File: src/hw/rtl/assert_macros.svh
// Assertion macros shared by the converter RTL.
// Included by the modules that carry concurrent checks; no other dependencies.
`ifndef ASSERT_MACROS_SVH
`define ASSERT_MACROS_SVH
`ifndef SYNTH
`define C2S_ASSERT(lbl, clk, rst_n, prop, msg) \
  lbl: assert property (@(posedge clk) disable iff (!rst_n) prop) else $error(msg);
`define C2S_ASSERT_ALWAYS(lbl, clk, prop, msg) \
  lbl: assert property (@(posedge clk) prop) else $error(msg);
`else
`define C2S_ASSERT(lbl, clk, rst_n, prop, msg)
`define C2S_ASSERT_ALWAYS(lbl, clk, prop, msg)
`endif
`endif

File: src/hw/rtl/c2s_pkg.sv
// Shared constants, types and the arctangent table of the spherical converter.
// No dependencies; imported by every module of the block.
package c2s_pkg;

  localparam int DW          = 64;
  localparam int AW          = 32;
  localparam int COORD_IN_W  = 32;
  localparam int RANGE_W     = 32;
  localparam int ANG_OUT_W   = 16;
  localparam int SCALED_BITS = 54;
  localparam int MAX_STEPS   = 32;
  localparam int ANG_ROUND   = 128;
  localparam int ANG_SHIFT   = 8;
  localparam int THETA_MAX   = 32768;
  localparam int Q_DEPTH     = 4;

  localparam int DEF_CORDIC_STEPS = 18;
  localparam int DEF_COORD_WIDTH  = 32;

  localparam logic signed [AW-1:0] HALF_PI  = AW'(32'sd4194304);
  localparam logic [31:0]          INV_GAIN = 32'h9B74_EDA8;

  typedef struct packed {
    logic signed [DW-1:0] a;
    logic signed [DW-1:0] b;
    logic signed [AW-1:0] ang;
    logic                 skip;
  } vec_in_t;

  typedef struct packed {
    logic [DW-1:0]        mag;
    logic signed [AW-1:0] ang;
  } vec_out_t;

  typedef struct packed {
    logic [DW-1:0]          rxy;
    logic signed [DW-1:0]   z;
    logic [ANG_OUT_W-1:0]   az;
  } q_entry_t;

  // round(atan(2^-i) * 2^23 / pi)
  function automatic logic signed [AW-1:0] atan_lut(input logic [4:0] idx);
    logic signed [AW-1:0] v;
    case (idx)
      5'd0:    v = AW'(32'sd2097152);
      5'd1:    v = AW'(32'sd1238021);
      5'd2:    v = AW'(32'sd654136);
      5'd3:    v = AW'(32'sd332050);
      5'd4:    v = AW'(32'sd166669);
      5'd5:    v = AW'(32'sd83416);
      5'd6:    v = AW'(32'sd41718);
      5'd7:    v = AW'(32'sd20860);
      5'd8:    v = AW'(32'sd10430);
      5'd9:    v = AW'(32'sd5215);
      5'd10:   v = AW'(32'sd2608);
      5'd11:   v = AW'(32'sd1304);
      5'd12:   v = AW'(32'sd652);
      5'd13:   v = AW'(32'sd326);
      5'd14:   v = AW'(32'sd163);
      5'd15:   v = AW'(32'sd81);
      5'd16:   v = AW'(32'sd41);
      5'd17:   v = AW'(32'sd20);
      5'd18:   v = AW'(32'sd10);
      5'd19:   v = AW'(32'sd5);
      5'd20:   v = AW'(32'sd3);
      5'd21:   v = AW'(32'sd1);
      5'd22:   v = AW'(32'sd1);
      default: v = '0;
    endcase
    return v;
  endfunction

endpackage

File: src/hw/rtl/c2s_queue.sv
// Short FIFO between the azimuth pass and the polar pass.
// Depends on c2s_pkg and assert_macros.svh.
`include "assert_macros.svh"
module c2s_queue
  import c2s_pkg::*;
(
  input  logic     clk,
  input  logic     rst_n,
  input  logic     in_valid,
  output logic     in_ready,
  input  q_entry_t in_entry,
  output logic     out_valid,
  input  logic     out_ready,
  output q_entry_t out_entry
);

  localparam int PW = $clog2(Q_DEPTH);
  localparam int CW = $clog2(Q_DEPTH + 1);

  q_entry_t      mem_r [Q_DEPTH];
  logic [PW-1:0] wr_ptr_r, rd_ptr_r;
  logic [CW-1:0] count_r, count_nxt;
  logic          push, pop, full, empty;

  assign full      = (count_r == CW'(Q_DEPTH));
  assign empty     = (count_r == '0);
  assign in_ready  = !full;
  assign out_valid = !empty;
  assign push      = in_valid && !full;
  assign pop       = out_ready && !empty;
  assign out_entry = mem_r[rd_ptr_r];

  always_comb begin
    count_nxt = count_r;
    if (push && !pop) begin
      count_nxt = count_r + 1'b1;
    end else if (pop && !push) begin
      count_nxt = count_r - 1'b1;
    end
  end

  // pointers wrap naturally, depth is a power of two
  always_ff @(posedge clk) begin
    if (!rst_n) begin
      wr_ptr_r <= '0;
      rd_ptr_r <= '0;
      count_r  <= '0;
    end else begin
      if (push) wr_ptr_r <= wr_ptr_r + 1'b1;
      if (pop) rd_ptr_r <= rd_ptr_r + 1'b1;
      count_r <= count_nxt;
    end
  end

  always_ff @(posedge clk) begin
    if (push) begin
      mem_r[wr_ptr_r] <= in_entry;
    end
  end

  `C2S_ASSERT(a_count_bound, clk, rst_n, count_r <= CW'(Q_DEPTH), "queue count over depth")
  `C2S_ASSERT(a_push_grows, clk, rst_n, (push && !pop) |=> (count_r == $past(count_r) + 1'b1), "push lost")
  `C2S_ASSERT(a_pop_shrinks, clk, rst_n, (pop && !push) |=> (count_r == $past(count_r) - 1'b1), "pop lost")

endmodule

File: config.mk
export PLATFORM = sky130hd
export DESIGN_NAME = c2s_queue
export DESIGN_NICKNAME = d
export VERILOG_FILES = /design/src/hw/rtl/c2s_pkg.sv /design/src/hw/rtl/c2s_queue.sv
export VERILOG_INCLUDE_DIRS = /design/src /design/src/hw/rtl
export SDC_FILE = /design/constraint.sdc
export NUM_CORES = 1
export LEC_CHECK = 0
export BUFFER_PORTS_ARGS = -buffer_cell sky130_fd_sc_hd__buf_2
export CAP_MARGIN = 40
export CORE_UTILIZATION = 25
export CTS_CLUSTER_SIZE = 24
export DETAILED_ROUTE_END_ITERATION = 10
export PLACE_DENSITY = 0.5
export SLEW_MARGIN = 20
export SYNTH_ARGS = -nofsm -noshare
export SYNTH_HDL_FRONTEND = slang
export SYNTH_SLANG_ARGS = --single-unit
File: constraint.sdc
create_clock -name clk -period 13.5 [get_ports clk]
set_input_delay 0 -clock clk [delete_from_list [all_inputs] [get_ports clk]]
set_output_delay 0 -clock clk [all_outputs]
set_load 0.05 [all_outputs]
======== After elaboration in Yosys (flattened, before gate mapping) ========
Memories as Yosys holds them, arrays and structs flattened. A register that Yosys moved wholly into a read port is not among the register bits.
Cells that the tools add are included.
storage, ports and cells
  flip-flop bits (word level) ............. 7
  RAM bits ................................ 576
  input bits .............................. 148
  output and inout bits ................... 146
  word-level logic and storage cells ...... 25
  memories ................................ 1
cells by class
  $add $sub $neg .......................... 4
  eq/ne operators ......................... 1
  multiplexer cells ....................... 6
  reductions and logical operators ........ 10
memory list
  name   depth  width  read ports  clocked after Yosys merged registers in  write ports  line             text
  mem_r  4      144    1           1                                        1            c2s_queue.sv:20  q_entry_t mem_r [Q_DEPTH];
operators by type and width
  kind                                                                 number
  3-bit 2-to-1 mux                                                     2
  2-bit by 1-bit adder with 2-bit output (second input constant)       2
  1-bit logical AND                                                    4
  1-bit zero test                                                      4
  2-bit 2-to-1 mux                                                     2
  3-bit by 1-bit adder with 3-bit output (second input constant)       1
  3-bit == test (second input constant)                                1
  3-bit zero test                                                      1
  3-bit by 1-bit subtractor with 3-bit output (second input constant)  1
  1-bit 2-to-1 mux                                                     2
  2-bit nonzero test                                                   1

======== Longest topological paths before layout ========
Gate-level depths: netlist of the first run.
  depth after elaboration ................. 7
  depth in mapped cells ................... 8
  gate-level depth less buffers ........... 8

======== Worst setup path before layout of the first run ========
Ideal clock, no wire load.
  kind .................................... register -> register
  from .................................... register count_r[0]
  to ...................................... memory mem_r[0][0] (netlist name) (enable)
  library setup time ...................... 521 ps
  arrival ................................. 4119 ps
  data required time ...................... 12979 ps
  slack ................................... 8860 ps
  stages on the path, launching flop included .. 4
  path buffers ............................ 0
  period minus slack after synthesis ...... 4640 ps
  cell sequence ........................... dfxtp_1 nor2_1 a21boi_2 and2_1
between the ends
  cells in the longest elaborated chain, start to end .. 5
ends and longest elaborated chain
  item                                    line             text
  start, declared                         c2s_queue.sv:22  logic [CW-1:0] count_r, count_nxt;
  start signal, assigned                  c2s_queue.sv:51  count_r <= count_nxt;
  3-bit == test                           c2s_queue.sv:25  assign full = (count_r == CW'(Q_DEPTH));
  1-bit zero test                         c2s_queue.sv:29  assign push = in_valid && !full;
  1-bit logical AND                       c2s_queue.sv:29
  named net push                          c2s_queue.sv:23  logic push, pop, full, empty;
  1-bit 2-to-1 mux                        c2s_queue.sv:56  if (push) begin
  1-bit 2-to-1 mux (implied by the code)  c2s_queue.sv:57  mem_r[wr_ptr_r] <= in_entry;
  end, declared                           c2s_queue.sv:20
The timed path passes the listed nets, and every way through them passes these cells.

==> results of run 1 <==
synth_stat cells (all sizes together):
cell type / instances
a21boi: 2
and2: 8
buf: 27
clkbuf: 6
dfxtp: 9
edfxtp: 576
fa: 1
ha: 5
inv: 3
mux2i: 3
mux4: 144
nand2: 5
nor2: 1
nor2b: 1
o21ai: 1
o311ai: 1
o31ai: 1
or3: 2
xnor2: 3
xor2: 1
logic make-up after synthesis:
group | Yosys count | synth area share
mux | 147 | 0.154
simple gates | 17 | 0.00431
buf+inv | 36 | 0.0101
flops | 585 | 0.824
compound gates | 5 | 0.00189
fa+ha+maj | 6 | 0.00389
xor+xnor | 4 | 0.00165
metal layers:
metal,vias up,global-route usage
li1,4479,-
met1,5296,0.140
met2,251,0.174
met3,75,0.0306
met4,8,0.0382
met5,-,0
cell type report:
class,count,area [µm²]
Antenna cell,4,10.0
Clock buffer,82,1750
Clock inverter,30,255
Fill cell,8054,56000
Inverter,3,11.3
Multi-Input combinational cell,179,3530
Sequential cell,585,17500
Tap cell,1134,1420
Timing Repair Buffer,466,3390
per-stage QoR:
| stage | total power (µW) | instance area (µm²) | cells | util |
|---|---|---|---|---|
| floorplan | 3670 | 21200 | 800 | - |
| global placement | 4070 | 24000 | 2207 | 0.286 |
| detailed placement | 4140 | 24400 | 2220 | 0.291 |
| CTS | 5870 | 27800 | 2479 | 0.332 |
| global route | 6000 | 27900 | 2483 | 0.332 |
| finish | 5760 | 27900 | 2483 | 0.332 |
worst paths after layout:
check	cells past startpoint	to	slack, ps
max	5	out_entry[82]	10360
min	2	mem_r[1][7]	160
max reg2reg	5	mem_r[1][85]	10820
min reg2reg	2	wr_ptr_r[1]	510
flip-flops by register name, summed over array words and instances, names as in the netlist, named ones only:
signal    flops
rd_ptr_r      2
mem_r       576
count_r       3
wr_ptr_r      2
where the power goes:
| part | internal (µW) | switching, µW |
|---|---|---|
| logic | 575 | 1240 |
| registers | 2200 | 67.5 |
| clock network | 981 | 689 |
| total | 3760 | 2000 |
==> results.yml, run 1 <==
global_routing:
  grt_first_pass_wirelength_mm: 69.1
  grt-ovfl-total: 0
  grt_usage: 0.109
  grt_start_max_net_pins: 48
  grt_antenna_before_repair: 7
  number_of_global_route_vias_before_repair: 11100
route:
  met2WireLength_mm: 22.2
  vias: 10100
  firstDrtPassIters: 6
  detail_route.wirelength.met1_mm: 20.6
  dr_wl_met3_mm: 2.77
  detail_route.vias_per_cell: 4.07
  wl_per_cell_um: 18.7
  first_iter_violations: 434
  route.top_layer_used: "met5"
  postRouteAntennaNets: 0
  drt_wl_total_mm: 46.5
  drc: 0
worst_hold_path:
  hold_path_class: "in -> reg"
  holdCritStartpoint: "in_entry[7]"
run:
  timing.max_cap.violations: 0
clock_network:
  htreeDepth: 3
  root_buffer: "sky130_fd_sc_hd__clkbuf_16"
  cts_buf_count: 66
  post_cts_hold_buffer_count: 147
  post_cts.repair.setup_buffers: 0
  clkSinkCount: 585
  worst_skew_pair.late_latency_ps: 590
  cts-root-to-sink-buffers: 3
  cts-resized-gates: 0
  cts_tree: "done"
  cts.clk_slew.worst_paths_ps: 60
critical_path:
  timing.rr.start: "count_r[0]"
  crit_fanout: 29
  setup.worst_path.class: "reg -> out"
  critical_path.endpoint_type: "output port"
  cp_cell_sequence: "buf_4, buf_4, buf_16, mux4_2, buf_2"
  worst-path-buf-inv: 4
  timing.critical_path.mode_cell: "sky130_fd_sc_hd__buf_4"
  crit_path_max_incr_delay_ps: 640
  critPathSlowestCell: "sky130_fd_sc_hd__dfxtp_4"
  cp_data_arrival_time_ps: 3140
  critical-path-top-delay-family: "buffers and inverters"
  worst_ep_required_time_ps: 13500
  cp-start-kind: "flip-flop"
sta:
  worst_slack_ps: 10360
  final.min_clock_period_ps: 3140
  setup_repair_after_global_routing_missed_its_margin: "no"
  slew_headroom: 0.476
  worst_pin_slew_ps: 786
  clock-skew-final_ps: 16.2
  min_period_over_period: 0.233
  hold_ws_ps: 163
  fin_tns_setup_ps: 0
  achievable-frequency_mhz: 319
  setup_viol: 0
  pins_over_their_slew_limit: 0
  finalHoldViolCount: 0
final_layout:
  drive_gt1_frac: 0.412
  nets: 1455
  layout_commonest_cell: "sky130_fd_sc_hd__edfxtp_1"
  layout.cells.most_common_list: "576 x sky130_fd_sc_hd__edfxtp_1, 293 x sky130_fd_sc_hd__buf_2, 147 x sky130_fd_sc_hd__dlygate4sd3_1"
  flow.area_growth_from_synthesis_pct: 31.3
yosys:
  synth_seq_area_share: 0.824
  synthDistinctLibCells: 23
  syn-cell-area_um2: 21200
  yosysTopAreaCell: "sky130_fd_sc_hd__edfxtp_1"
  synth-seq-cells: 585
  post_synth.cell_area_avg_um2: 26.5
  synthDominantCellAreaShare: 0.815
  yosys-top-cells-area: "sky130_fd_sc_hd__edfxtp_1 82%, sky130_fd_sc_hd__mux4_2 15%, sky130_fd_sc_hd__dfxtp_1 0.85%, sky130_fd_sc_hd__buf_6 0.42%, sky130_fd_sc_hd__buf_2 0.38%"
  synthesized_instance_count: 800
  postSynthNetCount: 954
  yosysWarnings: 0
placement:
  gp_congestion: 0.709
  place.port_buffers: 293
  place_hpwl_mm: 28.5
  dpl_worst_slack_ps: 10740
floorplan:
  die_w_um: 293
  std_cell_rows: 106
  area_of_the_core_region_um2: 83800
  initial_utilization: 0.253
  chipHeight_um: 293
  die_ar_um2: 86000
  i_o_pins: 294
pwr:
  power-per-cell-area_nw_per_um2: 207
  vdd_ir_drop_max_uv: 119
  total_leakage_power_uw: 0.00921
status:
  run_status: "finished, final reports clean"
Power figures use the tool's default switching activity.
==> inputs of run 2 (changes only) <==
==> constraint.sdc (replaced) <==
create_clock -name clk -period 3.1 [get_ports clk]
set_input_delay 0 -clock clk [delete_from_list [all_inputs] [get_ports clk]]
set_output_delay 0 -clock clk [all_outputs]
set_load 0.05 [all_outputs]
==> results.yml, run 2 (synthesized netlist as in run 1, its figures left out) <==
final_layout:
  largest-register: "mem_r"
  nets: 1465
  largest_register_ffs: 576
  largest_registers: "mem_r (576), count_r (3)"
  flow.area_growth_from_synthesis_pct: 32.3
  fillCellCount: 8055
  drive_gt1_frac: 0.421
  layout_commonest_cell: "sky130_fd_sc_hd__edfxtp_1"
  final_area_um2: 28100
  layout.cells.most_common_list: "576 x sky130_fd_sc_hd__edfxtp_1, 293 x sky130_fd_sc_hd__buf_2, 148 x sky130_fd_sc_hd__dlygate4sd3_1"
sta:
  setup_repair_after_global_routing_missed_its_margin: "no"
  pins_over_their_slew_limit: 0
  worst_slack_ps: 577
  clock-skew-final_ps: 17.2
  min_period_over_period: 0.814
  setup_viol: 0
  achievable-frequency_mhz: 396
  worst_pin_slew_ps: 649
  slew_headroom: 0.562
  finalHoldViolCount: 0
  final.min_clock_period_ps: 2520
  fin_tns_setup_ps: 0
pwr:
  power-per-cell-area_nw_per_um2: 911
  vdd_ir_drop_max_uv: 609
  internal_power_uw: 16800
  p_sw_frac: 0.345
  p_comb_frac: 0.314
  pwr-share-clk: 0.301
  power_frac_seq: 0.385
  switchingPower_uw: 8810
  total_leakage_power_uw: 0.00931
clock_network:
  cts.clk_slew.worst_paths_ps: 60
  cts_buf_count: 67
  cts-resized-gates: 0
  cts_tree: "done"
  root_buffer: "sky130_fd_sc_hd__clkbuf_16"
  clkSinkCount: 585
  cts-root-to-sink-buffers: 3
  post_cts.repair.setup_buffers: 0
  htreeDepth: 3
  post_cts_hold_buffer_count: 148
  worst_skew_pair.late_latency_ps: 590
route:
  wl_per_cell_um: 18.4
  detail_route.vias_per_cell: 4.06
  drc: 0
  drt_wl_total_mm: 46.0
  postRouteAntennaNets: 0
  vias: 10100
  first_iter_violations: 476
  firstDrtPassIters: 4
critical_path:
  worst_ep_required_time_ps: 3100
  cp-start-kind: "flip-flop"
  reg2regPathDepth: 8
  critPathSlowestCell: "sky130_fd_sc_hd__dfxtp_4"
  worstReg2RegEnd: "count_r[2]"
  cp_cell_sequence: "buf_12, buf_12, mux4_2, buf_2"
  r2r_setup_slack_ps: 740
  timing.rr.start: "count_r[0]"
  cp_data_arrival_time_ps: 2520
  setup.worst_path.class: "reg -> out"
  crit_fanout: 17
  timing.critical_path.mode_cell: "sky130_fd_sc_hd__buf_12"
  critical_path.endpoint_type: "output port"
  crit_path_max_incr_delay_ps: 620
floorplan:
  std_cell_rows: 106
  die_ar_um2: 86000
  i_o_pins: 294
  chipHeight_um: 293
  initial_utilization: 0.253
  die_w_um: 293
  area_of_the_core_region_um2: 83800
placement:
  place_hpwl_mm: 27.1
  post_dp_cell_area_um2: 24400
  place.port_buffers: 293
  dpl_worst_slack_ps: 767
  gp_congestion: 0.708
global_routing:
  grt_start_max_net_pins: 78
  grt-ovfl-total: 0
  grt_antenna_before_repair: 4
  number_of_global_route_vias_before_repair: 11200
  grt_first_pass_wirelength_mm: 68.6
  grt_usage: 0.107
run:
  timing.max_cap.violations: 0
worst_hold_path:
  holdCritStartpoint: "in_entry[103]"
  hold_path_class: "in -> reg"
  worst_hold_path.endpoint: "mem_r[0][103]"
  min_delay_path_depth: 2
status:
  run_status: "finished, final reports clean"
[run 2: cell count changes in the layout (fill, tap and decap cells not counted), moves of 2 or more]
cell | previous run | this run
sky130_fd_sc_hd__bufinv_16 | 3 | 6
sky130_fd_sc_hd__clkbuf_1 | 14 | 8
sky130_fd_sc_hd__diode_2 | 4 | 2
sky130_fd_sc_hd__clkinvlp_4 | 1 | 4
sky130_fd_sc_hd__buf_16 | 12 | 0
sky130_fd_sc_hd__clkinv_2 | 5 | 10
sky130_fd_sc_hd__clkinv_1 | 14 | 16
sky130_fd_sc_hd__buf_12 | 1 | 21
[run 2: critical path, delay by kind of cell (launching register included)]
family,cells,cell delay (ps)
buffers and inverters,3,730
flip-flops,1,620
multiplexers,1,560
[run 2: stage by stage]
step	utilization	hold slack, ps	total power (µW)	cells
floorplan	-	98.9	15900	800
global placement	0.291	209	18000	2228
detailed placement	0.291	215	18100	2228
CTS	0.335	95.4	26100	2496
global route	0.335	119	26600	2498
finish	0.335	158	25600	2498
[run 2: power groups by stage]
stage	clock network [µW]	logic, µW	registers, µW
3_3_place_gp	0	8060	9970
2_1_floorplan	0	5990	9930
6_report	7690	8040	9840
4_1_cts	7970	8240	9860
5_1_grt	8250	8460	9920
3_5_place_dp	0	8060	10000
[run 2: how the worst max path moves through the flow]
stage,start,cells after the start,to,slack (ps)
floorplan,count_r[0],3,mem_r[0][0],60
global placement,count_r[0],8,count_r[2],820
detailed placement,count_r[0],8,count_r[2],770
CTS,flip-flop,4,out_entry[84],410
global route,flip-flop,4,out_entry[84],390
finish,flip-flop,4,out_entry[84],580
[run 2: cell type report]
cell class	instances	area, µm²	share of cell area
diodes	2	5.00	0.000178
clock buffers	77	1760	0.0626
multi-input cells	179	3530	0.126
clock inverters	43	397	0.0141
inverters	3	11.3	0.000401
well taps	1134	1420	0.0505
repair buffers	475	3470	0.123
flip-flops and latches	585	17500	0.623
[run 2: metal layers]
layer	track usage	vias to the layer above	part of all wire
met3	0.0384	72	0.065
li1	-	4505	-
met2	0.180	231	0.50
met4	0.0325	2	0.022
met1	0.127	5328	0.41
met5	0	-	0.00028
==> inputs of run 3 (changes only) <==
--- a/config.mk
+++ b/config.mk
@@ -6,6 +6,7 @@
 export SDC_FILE = /design/constraint.sdc
 export NUM_CORES = 1
 export LEC_CHECK = 0
+export ABC_AREA = 1
 export BUFFER_PORTS_ARGS = -buffer_cell sky130_fd_sc_hd__buf_2
 export CAP_MARGIN = 40
 export CORE_UTILIZATION = 25
==> constraint.sdc (replaced) <==
create_clock -name clk -period 2.5 [get_ports clk]
set_input_delay 0 -clock clk [delete_from_list [all_inputs] [get_ports clk]]
set_output_delay 0 -clock clk [all_outputs]
set_load 0.05 [all_outputs]
==> results.yml, run 3 <==
status:
  run_status: "finished, final reports clean"
clock_network:
  root_buffer: "sky130_fd_sc_hd__clkbuf_16"
  worst_skew_pair.late_latency_ps: 590
  clkSinkCount: 585
  cts_buf_count: 67
  cts_tree: "done"
  cts.clk_slew.worst_paths_ps: 60
  htreeDepth: 3
  cts-root-to-sink-buffers: 3
critical_path:
  cp_data_arrival_time_ps: 2330
  timing.rr.start: "count_r[0]"
  cp-start-kind: "flip-flop"
  crit_path_max_incr_delay_ps: 480
  setup.worst_path.class: "reg -> out"
  critical_path.endpoint_type: "output port"
  critPathSlowestCell: "sky130_fd_sc_hd__dfxtp_4"
  worst_ep_required_time_ps: 2500
  cp_cell_sequence: "buf_16, buf_12, o21ai_0, o22ai_1, buf_2"
  critical-path-top-delay-family: "buffers and inverters"
  worst-path-buf-inv: 3
  crit_fanout: 52
final_layout:
  largest_register_ffs: 576
  finalCoreUtilization: 0.331
  stdcell_count: 3108
  nets: 2063
  layout.cells.most_common_list: "576 x sky130_fd_sc_hd__edfxtp_1, 297 x sky130_fd_sc_hd__nor2_1, 288 x sky130_fd_sc_hd__buf_2"
  flow.area_growth_from_synthesis_pct: 30.1
  final_area_um2: 28400
  multi_input_area_um2: 3740
  largest_registers: "mem_r (576), count_r (3)"
  drive_gt1_frac: 0.223
  largest-register: "mem_r"
  register_area_um2: 17500
  fillCellCount: 8312
  layout_commonest_cell: "sky130_fd_sc_hd__edfxtp_1"
worst_hold_path:
  hold_path_class: "in -> reg"
  holdCritStartpoint: "in_entry[64]"
sta:
  fin_tns_setup_ps: 0
  final.min_clock_period_ps: 2330
  setup_repair_after_global_routing_missed_its_margin: "no"
  clock-skew-final_ps: 18.7
  worst_pin_slew_ps: 648
  slew_headroom: 0.568
  finalHoldViolCount: 0
  setup_viol: 0
  pins_over_their_slew_limit: 0
  achievable-frequency_mhz: 430
  min_period_over_period: 0.931
  hold_ws_ps: 163
global_routing:
  grt_first_pass_wirelength_mm: 83.4
  grt_usage: 0.123
  grt-ovfl-total: 0
  grt_start_max_net_pins: 109
  grt_antenna_before_repair: 2
  number_of_global_route_vias_before_repair: 14200
floorplan:
  std_cell_rows: 107
  die_w_um: 297
  die_ar_um2: 88500
  chipHeight_um: 297
  i_o_pins: 294
  initial_utilization: 0.254
  area_of_the_core_region_um2: 85800
route:
  detail_route.vias_per_cell: 4.40
  wl_per_cell_um: 17.7
  postRouteAntennaNets: 0
  vias: 13700
  first_iter_violations: 819
  drt_wl_total_mm: 54.9
  drc: 0
  firstDrtPassIters: 5
yosys:
  yosysWarnings: 0
  yosysTopAreaCell: "sky130_fd_sc_hd__edfxtp_1"
  post_synth.cell_area_avg_um2: 14.9
  yosys-top-cells-area: "sky130_fd_sc_hd__edfxtp_1 79%, sky130_fd_sc_hd__o21ai_0 5.4%, sky130_fd_sc_hd__nor2_1 5.2%, sky130_fd_sc_hd__o22ai_1 4.1%, sky130_fd_sc_hd__o21ai_1 1.2%"
  synth-edff-count: 576
  synthDominantCellAreaShare: 0.793
  postSynthNetCount: 1614
  synth_async_sr_flop_share: 0
  synth_seq_area_share: 0.801
  synthesized_instance_count: 1460
  synthDistinctLibCells: 23
  syn-cell-area_um2: 21800
  synth-seq-cells: 585
  cell_with_the_most_instances_after_synthesis: "sky130_fd_sc_hd__edfxtp_1"
  postSynth.topFlopCell: "sky130_fd_sc_hd__edfxtp_1"
  ys_top_cells_by_count: "576 x sky130_fd_sc_hd__edfxtp_1, 302 x sky130_fd_sc_hd__nor2_1, 235 x sky130_fd_sc_hd__o21ai_0, 144 x sky130_fd_sc_hd__o22ai_1, 54 x sky130_fd_sc_hd__o21ai_1"
placement:
  placed_cells_incl_taps: 2835
  gp_congestion: 0.722
  place_hpwl_mm: 30.2
  place.port_buffers: 293
  post_dp_cell_area_um2: 24700
pwr:
  total_leakage_power_uw: 0.00978
  power-per-cell-area_nw_per_um2: 1130
  vdd_ir_drop_max_uv: 567
run:
  timing.max_cap.violations: 0
-- run 3: cell type report --
type                    instances  share of cell area
inverters                      16             0.00264
repair buffers                474               0.124
flip-flops and latches        585               0.616
diodes                          1           0.0000881
multi-input cells             765               0.132
clock inverters                43              0.0126
well taps                    1144              0.0504
clock buffers                  80              0.0630
-- run 3: per-stage QoR --
stage	setup slack (ps)	power [µW]
floorplan	-702	19800
global placement	603	22700
detailed placement	584	22800
CTS	74.5	32600
global route	16.3	33600
finish	174	32100
-- run 3: worst reg2reg max path, stage by stage, from the launching register on --
cell	delay (ps)
sky130_fd_sc_hd__dfxtp_4	360
sky130_fd_sc_hd__nor2_4	170
sky130_fd_sc_hd__nand2_8	80
sky130_fd_sc_hd__nand2_8	120
sky130_fd_sc_hd__inv_1	80
sky130_fd_sc_hd__ha_1	220
sky130_fd_sc_hd__inv_1	90
sky130_fd_sc_hd__fa_1	420
sky130_fd_sc_hd__o21ai_0	170
sky130_fd_sc_hd__nor2_1	60
-- run 3: final timing paths --
kind | slack (ps) | to | cells after the start
setup reg to reg | 620 | count_r[1] | 9
setup / recovery | 170 | out_entry[73] | 5
hold / removal | 160 | mem_r[0][64] | 2
hold reg to reg | 500 | flip-flop | 2
-- run 3: repair_timing --
action                     4_1_cts  5_1_grt
buffers inserted                 2        0
gates cloned                     0        0
hold endpoints to repair       585        0
setup endpoints to repair       15        1
gates resized for setup          1        2
hold buffers                   147        0
-- run 3: cells by family (layout without fill, tap and decap cells) --
| family | Yosys count | after routing | synth area share |
|---|---|---|---|
| AOI/OAI and AO/OA | 436 | 436 | 0.108 |
| xor gates and xnor gates | 1 | 1 | 0.000401 |
| adders and majority gates | 6 | 6 | 0.00378 |
| buffers and inverters | 110 | 613 | 0.0310 |
| DFF | 585 | 585 | 0.801 |
| other | 0 | 1 | 0 |
| and+or+nand+nor | 322 | 322 | 0.0558 |
-- run 3: metal layers --
metal | GRT usage | vias to the layer above | share of wire
met5 | 0 | - | 0.00053
met4 | 0.0441 | 4 | 0.025
met3 | 0.0311 | 90 | 0.059
met2 | 0.206 | 316 | 0.48
met1 | 0.152 | 6826 | 0.43
li1 | - | 6424 | -
-- run 3: power breakdown --
group,total [µW],switching (µW),internal (µW)
clock network,9450,3880,5560
registers,12200,277,11900
logic,10400,8050,2390
total,32100,12200,19900
